==> config.mk <==
export PLATFORM = sky130hd
export DESIGN_NAME = polyline_nearest_position_core
export DESIGN_NICKNAME = d
export VERILOG_FILES = /design/src/hw/rtl/pnp_pkg.sv /design/src/hw/rtl/polyline_nearest_position_core.sv
export SDC_FILE = /design/constraint.sdc
export NUM_CORES = 2
export LEC_CHECK = 0
export ABC_AREA = 1
export BUFFER_PORTS_ARGS = -buffer_cell sky130_fd_sc_hd__buf_2
export CORE_MARGIN = 3
export CORE_UTILIZATION = 30
export CTS_CLUSTER_DIAMETER = 150
export DETAILED_ROUTE_END_ITERATION = 16
export SYNTH_ARGS = -nofsm -noshare
export SYNTH_HDL_FRONTEND = slang
export SYNTH_SLANG_ARGS = --single-unit
==> constraint.sdc <==
create_clock -name clk -period 21.1 [get_ports clk]
set_input_delay 4.22 -clock clk [delete_from_list [all_inputs] [get_ports clk]]
set_output_delay 4.22 -clock clk [all_outputs]
set_load 0.02 [all_outputs]
==> src/hw/rtl/pnp_pkg.sv <==
`default_nettype none

package pnp_pkg;

	localparam int unsigned MAX_VERTICES_DEF = 1024;

	localparam int unsigned COORD_W = 16;
	localparam int unsigned DIFF_W  = COORD_W + 1;
	localparam int unsigned OPND_W  = COORD_W + 2;
	localparam int unsigned PROD_W  = 2 * OPND_W;
	localparam int unsigned LEN_W   = 2 * DIFF_W - 1;
	localparam int unsigned DOT_W   = LEN_W + 1;
	localparam int unsigned FRAC_W  = 17;
	localparam int unsigned DIST_W  = 35;
	localparam int unsigned IDX_W   = 10;
	localparam int unsigned DIVC_W  = 4;

	localparam logic [FRAC_W-1:0] FRAC_ONE = FRAC_W'(65536);

	typedef enum logic [4:0] {
		ST_IDLE,
		ST_PREP,
		ST_LEN0,
		ST_LEN1,
		ST_DOT0,
		ST_DOT1,
		ST_DOT2,
		ST_CHK,
		ST_DIV,
		ST_PX,
		ST_PY,
		ST_DX,
		ST_DY,
		ST_DIST,
		ST_UPD,
		ST_STORE,
		ST_EMIT
	} pnp_state_t;

endpackage

`default_nettype wire

==> src/hw/rtl/polyline_nearest_position_core.sv <==
// channel | signals                                              | handshake
// in      | query_x/y, vertex_x/y, first_vertex, last_vertex      | in_valid / in_ready
// out     | segment_index, segment_fraction, found, overflow      | out_valid / out_ready
//
// One item at a time. A vertex that closes a segment runs the length and dot
// products on the shared 18x18 multiplier, then the restoring divider, then
// projection and distance, before ready returns. A skipped segment stops after the
// dot products, a first or dropped vertex before them. A last vertex also loads the
// result register, which frees the input side while out_ready is low, unless
// the next last vertex finds it still full. arst_n clears the sequencer and search.
`default_nettype none

module polyline_nearest_position_core
	import pnp_pkg::*;
#(
	parameter int unsigned MAX_VERTICES = MAX_VERTICES_DEF
) (
	input  wire logic                       clk,
	input  wire logic                       arst_n,
	input  wire logic                       in_valid,
	output logic                            in_ready,
	input  wire logic signed [COORD_W-1:0]  query_x,
	input  wire logic signed [COORD_W-1:0]  query_y,
	input  wire logic signed [COORD_W-1:0]  vertex_x,
	input  wire logic signed [COORD_W-1:0]  vertex_y,
	input  wire logic                       first_vertex,
	input  wire logic                       last_vertex,
	output logic                            out_valid,
	input  wire logic                       out_ready,
	output logic [IDX_W-1:0]                segment_index,
	output logic [FRAC_W-1:0]               segment_fraction,
	output logic                            found,
	output logic                            overflow
);

	localparam int unsigned CNT_W = $clog2(MAX_VERTICES + 1);

	pnp_state_t state_q, state_d;

	logic signed [COORD_W-1:0] qx_q, qy_q, cx_q, cy_q, prev_x_q, prev_y_q;
	logic                      last_q, store_q;
	logic [CNT_W-1:0]          count_q;
	logic                      have_match_q, overflowed_q;
	logic [DIST_W-1:0]         min_dist_q;
	logic [IDX_W-1:0]          best_index_q;
	logic [FRAC_W-1:0]         best_fraction_q;

	logic signed [DIFF_W-1:0]  vx_q, vy_q, px_q, py_q;
	logic signed [OPND_W-1:0]  dx_q, dy_q;
	logic signed [PROD_W-1:0]  prod_q;
	logic [LEN_W-1:0]          lensq_q, rem_q;
	logic signed [DOT_W-1:0]   dot_q;
	logic [FRAC_W-1:0]         quot_q;
	logic [DIVC_W-1:0]         divc_q;
	logic [PROD_W-1:0]         dist_q;

	logic signed [OPND_W-1:0]  mul_a, mul_b, proj;
	logic [LEN_W:0]            rem2;
	logic                      div_ge, skip_seg, out_free, accept;
	logic [CNT_W+IDX_W-1:0]    seg_ext;

	assign accept   = in_valid && in_ready;
	assign out_free = !out_valid || out_ready;
	assign rem2     = {rem_q, 1'b0};
	assign div_ge   = rem2 >= {1'b0, lensq_q};
	assign skip_seg = (lensq_q == '0) || dot_q[DOT_W-1] ||
		(dot_q[LEN_W-1:0] > lensq_q);
	assign seg_ext  = (CNT_W + IDX_W)'(count_q - CNT_W'(1));

	// truncate toward zero: arithmetic shift, then bump negative inexact values
	assign proj = prod_q[OPND_W+15:16] +
		OPND_W'(prod_q[PROD_W-1] && (prod_q[15:0] != '0));

	always_comb begin
		state_d  = state_q;
		in_ready = 1'b0;
		mul_a    = '0;
		mul_b    = '0;
		unique case (state_q)
			ST_IDLE: begin
				in_ready = 1'b1;
				if (in_valid) state_d = ST_PREP;
			end
			ST_PREP: begin
				if (count_q >= CNT_W'(MAX_VERTICES) || count_q == '0) state_d = ST_STORE;
				else state_d = ST_LEN0;
			end
			ST_LEN0: begin
				mul_a = OPND_W'(vx_q); mul_b = OPND_W'(vx_q);
				state_d = ST_LEN1;
			end
			ST_LEN1: begin
				mul_a = OPND_W'(vy_q); mul_b = OPND_W'(vy_q);
				state_d = ST_DOT0;
			end
			ST_DOT0: begin
				mul_a = OPND_W'(px_q); mul_b = OPND_W'(vx_q);
				state_d = ST_DOT1;
			end
			ST_DOT1: begin
				mul_a = OPND_W'(py_q); mul_b = OPND_W'(vy_q);
				state_d = ST_DOT2;
			end
			ST_DOT2: state_d = ST_CHK;
			ST_CHK: state_d = skip_seg ? ST_STORE : ST_DIV;
			ST_DIV: begin
				if (divc_q == '0) state_d = ST_PX;
			end
			ST_PX: begin
				mul_a = OPND_W'(vx_q); mul_b = {1'b0, quot_q};
				state_d = ST_PY;
			end
			ST_PY: begin
				mul_a = OPND_W'(vy_q); mul_b = {1'b0, quot_q};
				state_d = ST_DX;
			end
			ST_DX: begin
				mul_a = dx_q; mul_b = dx_q;
				state_d = ST_DY;
			end
			ST_DY: begin
				mul_a = dy_q; mul_b = dy_q;
				state_d = ST_DIST;
			end
			ST_DIST: state_d = ST_UPD;
			ST_UPD: state_d = ST_STORE;
			ST_STORE: state_d = last_q ? ST_EMIT : ST_IDLE;
			ST_EMIT: begin
				if (out_free) state_d = ST_IDLE;
			end
			default: state_d = ST_IDLE;
		endcase
	end

	always_ff @(posedge clk or negedge arst_n) begin
		if (!arst_n) begin
			state_q      <= ST_IDLE;
			count_q      <= '0;
			have_match_q <= 1'b0;
			overflowed_q <= 1'b0;
			out_valid    <= 1'b0;
			prev_x_q     <= '0;
			prev_y_q     <= '0;
		end else begin
			state_q <= state_d;
			if (out_valid && out_ready && state_q != ST_EMIT) out_valid <= 1'b0;
			unique case (state_q)
				ST_IDLE: begin
					if (accept && first_vertex) begin
						count_q      <= '0;
						have_match_q <= 1'b0;
						overflowed_q <= 1'b0;
					end
				end
				ST_PREP: begin
					if (count_q >= CNT_W'(MAX_VERTICES)) overflowed_q <= 1'b1;
				end
				ST_UPD: begin
					if (!have_match_q || dist_q[DIST_W-1:0] < min_dist_q) have_match_q <= 1'b1;
				end
				ST_STORE: begin
					if (store_q) begin
						prev_x_q <= cx_q;
						prev_y_q <= cy_q;
						count_q  <= count_q + CNT_W'(1);
					end
				end
				ST_EMIT: begin
					if (out_free) begin
						out_valid    <= 1'b1;
						count_q      <= '0;
						have_match_q <= 1'b0;
						overflowed_q <= 1'b0;
					end
				end
				default: ;
			endcase
		end
	end

	always_ff @(posedge clk) begin
		prod_q <= mul_a * mul_b;
		unique case (state_q)
			ST_IDLE: begin
				if (accept) begin
					qx_q   <= query_x;
					qy_q   <= query_y;
					cx_q   <= vertex_x;
					cy_q   <= vertex_y;
					last_q <= last_vertex;
					if (first_vertex) begin
						min_dist_q      <= '0;
						best_index_q    <= '0;
						best_fraction_q <= '0;
					end
				end
			end
			ST_PREP: begin
				store_q <= count_q < CNT_W'(MAX_VERTICES);
				vx_q <= DIFF_W'(cx_q) - DIFF_W'(prev_x_q);
				vy_q <= DIFF_W'(cy_q) - DIFF_W'(prev_y_q);
				px_q <= DIFF_W'(qx_q) - DIFF_W'(prev_x_q);
				py_q <= DIFF_W'(qy_q) - DIFF_W'(prev_y_q);
			end
			ST_LEN1: lensq_q <= prod_q[LEN_W-1:0];
			ST_DOT0: lensq_q <= lensq_q + prod_q[LEN_W-1:0];
			ST_DOT1: dot_q <= prod_q[DOT_W-1:0];
			ST_DOT2: dot_q <= dot_q + prod_q[DOT_W-1:0];
			ST_CHK: begin
				divc_q <= '1;
				if (dot_q[LEN_W-1:0] == lensq_q) begin
					quot_q <= FRAC_W'(1);
					rem_q  <= '0;
				end else begin
					quot_q <= '0;
					rem_q  <= dot_q[LEN_W-1:0];
				end
			end
			ST_DIV: begin
				divc_q <= divc_q - DIVC_W'(1);
				quot_q <= {quot_q[FRAC_W-2:0], div_ge};
				rem_q  <= div_ge ? LEN_W'(rem2 - {1'b0, lensq_q}) : rem2[LEN_W-1:0];
			end
			ST_PY: dx_q <= OPND_W'(px_q) - proj;
			ST_DX: dy_q <= OPND_W'(py_q) - proj;
			ST_DY: dist_q <= prod_q;
			ST_DIST: dist_q <= dist_q + prod_q;
			ST_UPD: begin
				if (!have_match_q || dist_q[DIST_W-1:0] < min_dist_q) begin
					min_dist_q      <= dist_q[DIST_W-1:0];
					best_index_q    <= seg_ext[IDX_W-1:0];
					best_fraction_q <= quot_q;
				end
			end
			ST_EMIT: begin
				if (out_free) begin
					segment_index    <= have_match_q ? best_index_q : '0;
					segment_fraction <= have_match_q ? best_fraction_q : '0;
					found            <= have_match_q;
					overflow         <= overflowed_q;
					min_dist_q       <= '0;
					best_index_q     <= '0;
					best_fraction_q  <= '0;
				end
			end
			default: ;
		endcase
	end

	a_rem_below_len: assert property (@(posedge clk) disable iff (!arst_n)
		state_q == ST_DIV |-> rem_q < lensq_q)
		else $error("divider remainder not below segment length");

	a_frac_range: assert property (@(posedge clk) disable iff (!arst_n)
		out_valid |-> segment_fraction <= FRAC_ONE)
		else $error("fraction above one");

	a_no_match_zero: assert property (@(posedge clk) disable iff (!arst_n)
		out_valid && !found |-> segment_index == '0 && segment_fraction == '0)
		else $error("position not zero without match");

	a_count_cap: assert property (@(posedge clk) disable iff (!arst_n)
		count_q <= CNT_W'(MAX_VERTICES))
		else $error("vertex count beyond capacity");

endmodule

`default_nettype wire
Word level (Yosys, flattened, before mapping) --
Index checks and enable logic that the tools add are counted. Widths: inputs -> output; s select.
Operators by class: $add $sub $neg 14, $mul 1, order comparisons 5, equal/unequal tests 27, multiplexer cells 47, reductions and logical operators 37
Operators by type and width (count):
- $mux 35 | 4
- $pmux 33 s2 | 2
- $pmux 18 s6 | 1
- $pmux 35 s3 | 1
- $pmux 18 s5 | 1
- $pmux 5 s17 | 1
- $pmux 36 s2 | 1
- $mux 17 | 4
- $pmux 34 s2 | 1
- $sub 16x16->17 | 4
- $mux 33 | 2
- $pmux 17 s3 | 1
- $eq 5x4->1 const B | 8
- $mux 10 | 4
- $add 36x36->36 | 1
- $mul 18x18->36 | 1
- $sub 17x18->18 | 2
- $lt 35x35->1 | 1
- $add 34x34->34 | 1
- $ge 34x33->1 | 1
- $pmux 17 s2 | 1
- $add 33x33->33 | 1
- $eq 33x33->1 | 1
- $gt 33x33->1 | 1
- other kinds (37) | 85
Storage, ports and cells: bits in registers 505, bits of input ports 70, output and inout bits 31, word-level logic and storage cells 164

Logic depth before layout (Yosys ltp) --
depth after elaboration 6, mapped depth 36, depth with buffers taken out 35

Worst setup path before layout --
Ideal clock, no wire load.
kind input-to-reg, start point input port in_valid, end point register cx_q[0], enable pin, setup time 0.488 ns, arrival time 6.970 ns, data required time 20.612 ns, path slack 13.642 ns, cell stages on the path 2, path buffers 0, cells stage by stage inv_1 > nor2_1
On the way: longest elaborated chain between the ends 2
RTL lines:
- from (decl) | RTL line polyline_nearest_position_core.sv:20 | input wire logic in_valid,
- $logic_and 1x1->1 | RTL line polyline_nearest_position_core.sv:62 | assign accept = in_valid && in_ready;
- $reduce_and 2->1 (no line)
- to (signal assigned) | RTL line polyline_nearest_position_core.sv:188 | cx_q <= vertex_x;
- to (decl) | RTL line polyline_nearest_position_core.sv:40 | logic signed [COORD_W-1:0] qx_q, qy_q, cx_q, cy_q, prev_x_q, prev_y_q;
No other way between the ends. A chain may end at the register's enable or synchronous reset.

Final worst setup path --
start point register state_q[4], end point register prod_q[34]
On the way: longest elaborated chain between the ends 4, elaborated cells between the ends (all ways) 16, those cells by class 1 x mul; 8 x eq/ne; 2 x mux; 5 x reduce/logical
RTL lines:
- from (decl) | RTL line polyline_nearest_position_core.sv:38 | pnp_state_t state_q, state_d;
- from (signal assigned) | RTL line polyline_nearest_position_core.sv:145 | state_q <= state_d;
- $eq 5x2->1 (tied with other cells) | RTL line polyline_nearest_position_core.sv:79 | unique case (state_q)
- $reduce_or 2->1 (no line)
- $pmux 18 s6 or $pmux 18 s5 (tied branches) | RTL line polyline_nearest_position_core.sv:79
- $mul 18x18->36 * | RTL line polyline_nearest_position_core.sv:182 | prod_q <= mul_a * mul_b;
- to (signal assigned) | RTL line polyline_nearest_position_core.sv:182
- to (decl) | RTL line polyline_nearest_position_core.sv:50 | logic signed [PROD_W-1:0] prod_q;
Every way passes the cells marked *; elsewhere a longest branch is shown, timed or not.

==> results by group <==
Run status
  – Status: complete, no violations

STA
  – Tmin final: ~8.5 ns
  – Setup TNS: 0 ns
  – RSZ-0062 raised after global routing: no
  – Clock skew: approximately 0.018 ns
  – Worst setup margin: around 13 ns
  – Max Slew Vio Count: 0
  – Tcrit/Tclk final: 40.2%
  – Least-Margin Pin Slew: 1.11 ns
  – Fmax: ~0.12 GHz
  – Slew headroom: between 20% and 30%
  – Final setup vio count: 0
  – Final hold vios: 0

Placement
  – Gp weighted congestion: about 0.98
  – Place WS: 12.67 ns
  – # port buffers: 100
  – HPWL after detailed placement: roughly 120 mm

Synth
  – Number of synthesized flops with an enable pin: approximately 420
  – Seq cells post-synth: 504
  – Top cells by count, synth: nand2_1 (1141), inv_1 (1015), nor2_1 (543)
  – Post-synthesis cell count: ~5.6k
  – Synth area leader: edfxtp_1
  – Ys Warns: 0
  – Most common cell in the netlist: nand2_1
  – Seq/Total Area, Yosys: 31.0%
  – Synth top area share: 26.8%
  – Yosys cell types: 74
  – Syn_area_per_cell: 8.30 um^2
  – Main synth FF type: edfxtp_1
  – Ys async rst share: 10.1%
  – Syn Std Cell Area: between 0.04 and 0.05 mm^2
  – Top post-synthesis cells by area: edfxtp_1 (27%), fa_1 (15%), ha_1 (11%)
  – Syn Nets: 6438

Setup path
  – Setup CP Type: flip-flop to flip-flop
  – Crit-path max cell delay: 0.78 ns
  – Worst Path Required: approximately 22 ns
  – CP Buf/Inv Count: 9
  – Crit path launch type: flip-flop
  – Worst Path Arrival: 9.03 ns
  – Most frequent CP cell: inv_1
  – Worst-path fanout max: 47
  – Crit. End Element: flip-flop
  – CP max-delay cell: fa_1
  – CP top delay family: adder cells

Cells and area
  – Area grow syn2layout: 9.85%
  – Share of cells above drive strength 1: 6.05%
  – FILL cells: 16.1k
  – Footprint of the multi-input gates: 0.0277 mm^2
  – Reg area: 0.0145 mm^2
  – Final core utilization: 33.3%
  – NumNets Final: around 6.5k

Route
  – Pre-antenna DRT Iters: 6
  – WL per Instance: 18.7 um
  – Routed vias/inst: 4.88
  – DRC: 0
  – Vias: ~38k
  – Met3 Wirelength: 8.04 mm
  – Drt total wl: around 150 mm
  – Met2 WL: 67.1 mm
  – Initial DRC count: 3109
  – Met1 wire length: 65.5 mm
  – Top Layer Used: met4
  – Post-DRT Antenna Nets: 0

Floorplan
  – Row count: 144
  – Initial Util: 30.3%
  – Core area: 0.154 mm^2
  – Number of top-level pins: 101
  – Die height: 401 um
  – Die W: 401 um
  – Die area: 0.161 mm^2

Clock tree
  – CTS root buf: clkbuf_16
  – Postcts setup bufs: 0
  – Cts hold-fix bufs: 0
  – Resize count post-CTS: 0
  – Num CTS Buffers: 57
  – Reg clk slew, reported paths: 0.06 ns
  – H-tree levels: 2
  – Clock Latency Late Sink: approximately 0.66 ns
  – CTS sink count: 504
  – Clk buf depth: 3
  – TritonCTS clock tree: built

Job
  – Max_cap viols: 0

Global routing
  – Vias in the first global route: between 30k and 40k
  – GR Overflow Total: 0
  – Initial antenna violation count: 0
  – GRT Total Usage: 17.9%
  – Largest net degree at the start of global routing: 71
  – First-pass GRT wire length: 225 mm

Hold path
  – HP Class: flip-flop to flip-flop
[worst register-to-register path, delay by kind of cell (launching register included)]
kind / cells / cell delay (ns)
AOI/OAI and AO/OA: 4 / 0.85
adders and majority gates: 7 / 3.55
buffers and inverters: 9 / 2.04
DFF: 1 / 0.53
and+or+nand+nor: 9 / 1.39
[area by class of cell]
| class | instances | area share [%] |
|---|---|---|
| Multi-Input combinational cell | 3965 | 53.8 |
| Sequential cell | 504 | 28.3 |
| Inverter | 1057 | 7.75 |
| Tap cell | 2044 | 4.98 |
| Clock buffer | 73 | 3.09 |
| Timing Repair Buffer | 132 | 1.44 |
| Clock inverter | 35 | 0.672 |
| Antenna cell | 1 | 0.00487 |
[state kept, by name, indices dropped and copies added, names as in the netlist, 17 cells and up]
name and count:
segment_fraction 17, lensq_q 33, rem_q 33, dy_q 18
py_q 17, min_dist_q 35, dot_q 34, px_q 17
quot_q 17, vx_q 17, prod_q 36, dx_q 18
vy_q 17, dist_q 35, best_fraction_q 17
[path summary, 6_finish.rpt]
path,slack [ns],startpoint,cells past startpoint,to
setup / recovery,12.63,state_q[4],29,prod_q[34]
hold / removal,0.49,overflowed_q,0,overflow
setup reg to reg,12.63,state_q[4],29,prod_q[34]
hold reg to reg,0.49,overflowed_q,0,overflow
max in group asynchronous,16.88,arst_n,2,count_q[4]
min in group asynchronous,3.71,arst_n,2,prev_x_q[3]
[layout by cell type, fill, tap and decap left out, types with 23 or more instances in the layout]
| cell type | Yosys | final |
|---|---|---|
| a31oi_1 | 28 | 28 |
| o21bai_1 | 23 | 23 |
| inv_2 | 33 | 35 |
| nand4_1 | 53 | 53 |
| dfxtp_1 | 36 | 36 |
| edfxtp_1 | 417 | 417 |
| fa_1 | 339 | 339 |
| o21ai_0 | 294 | 294 |
| xnor2_1 | 83 | 83 |
| nand3_1 | 260 | 260 |
| inv_1 | 1015 | 1013 |
| xor2_1 | 127 | 127 |
| nor2_1 | 543 | 539 |
| nor3_1 | 35 | 35 |
| buf_2 | 34 | 100 |
| buf_4 | 13 | 32 |
| ha_1 | 395 | 395 |
| nand3b_1 | 55 | 55 |
| a21oi_1 | 321 | 320 |
| o22ai_1 | 33 | 33 |
| nand2_1 | 1141 | 1140 |
| a21o_1 | 25 | 25 |
| dfrtp_1 | 51 | 51 |
| clkbuf_16 | 0 | 59 |
[metrics by stage]
step,area (um^2),std cells,hold slack [ns]
2_1_floorplan,46800,5634,0.425
3_3_place_gp,49500,7702,0.453
3_5_place_dp,49500,7702,0.477
4_1_cts,51400,7810,0.491
5_1_grt,51400,7810,0.500
6_report,51400,7811,0.488
[kinds of logic (layout without fill, tap and decap cells)]
group,count (synthesis),count (layout),share of synthesized area [%]
AO/OA/AOI/OAI,829,829,10.1
XOR/XNOR,210,210,3.93
adder cells (fa/ha/maj),734,734,25.1
buffers and inverters,1165,1297,9.93
flip-flops,504,504,31.0
other,0,1,0
AND/OR/NAND/NOR,2192,2192,20.0
[metal layers]
metal / track usage [%] / up-vias
met3: 2.05 / 242
met4: 5.87 / 0
met1: 24.2 / 18312
met5: 0 / -
li1: - / 18409
met2: 29.7 / 1120
Power is not shown: default switching activity piles up to over one toggle a cycle in this logic, so the estimate is an artifact.
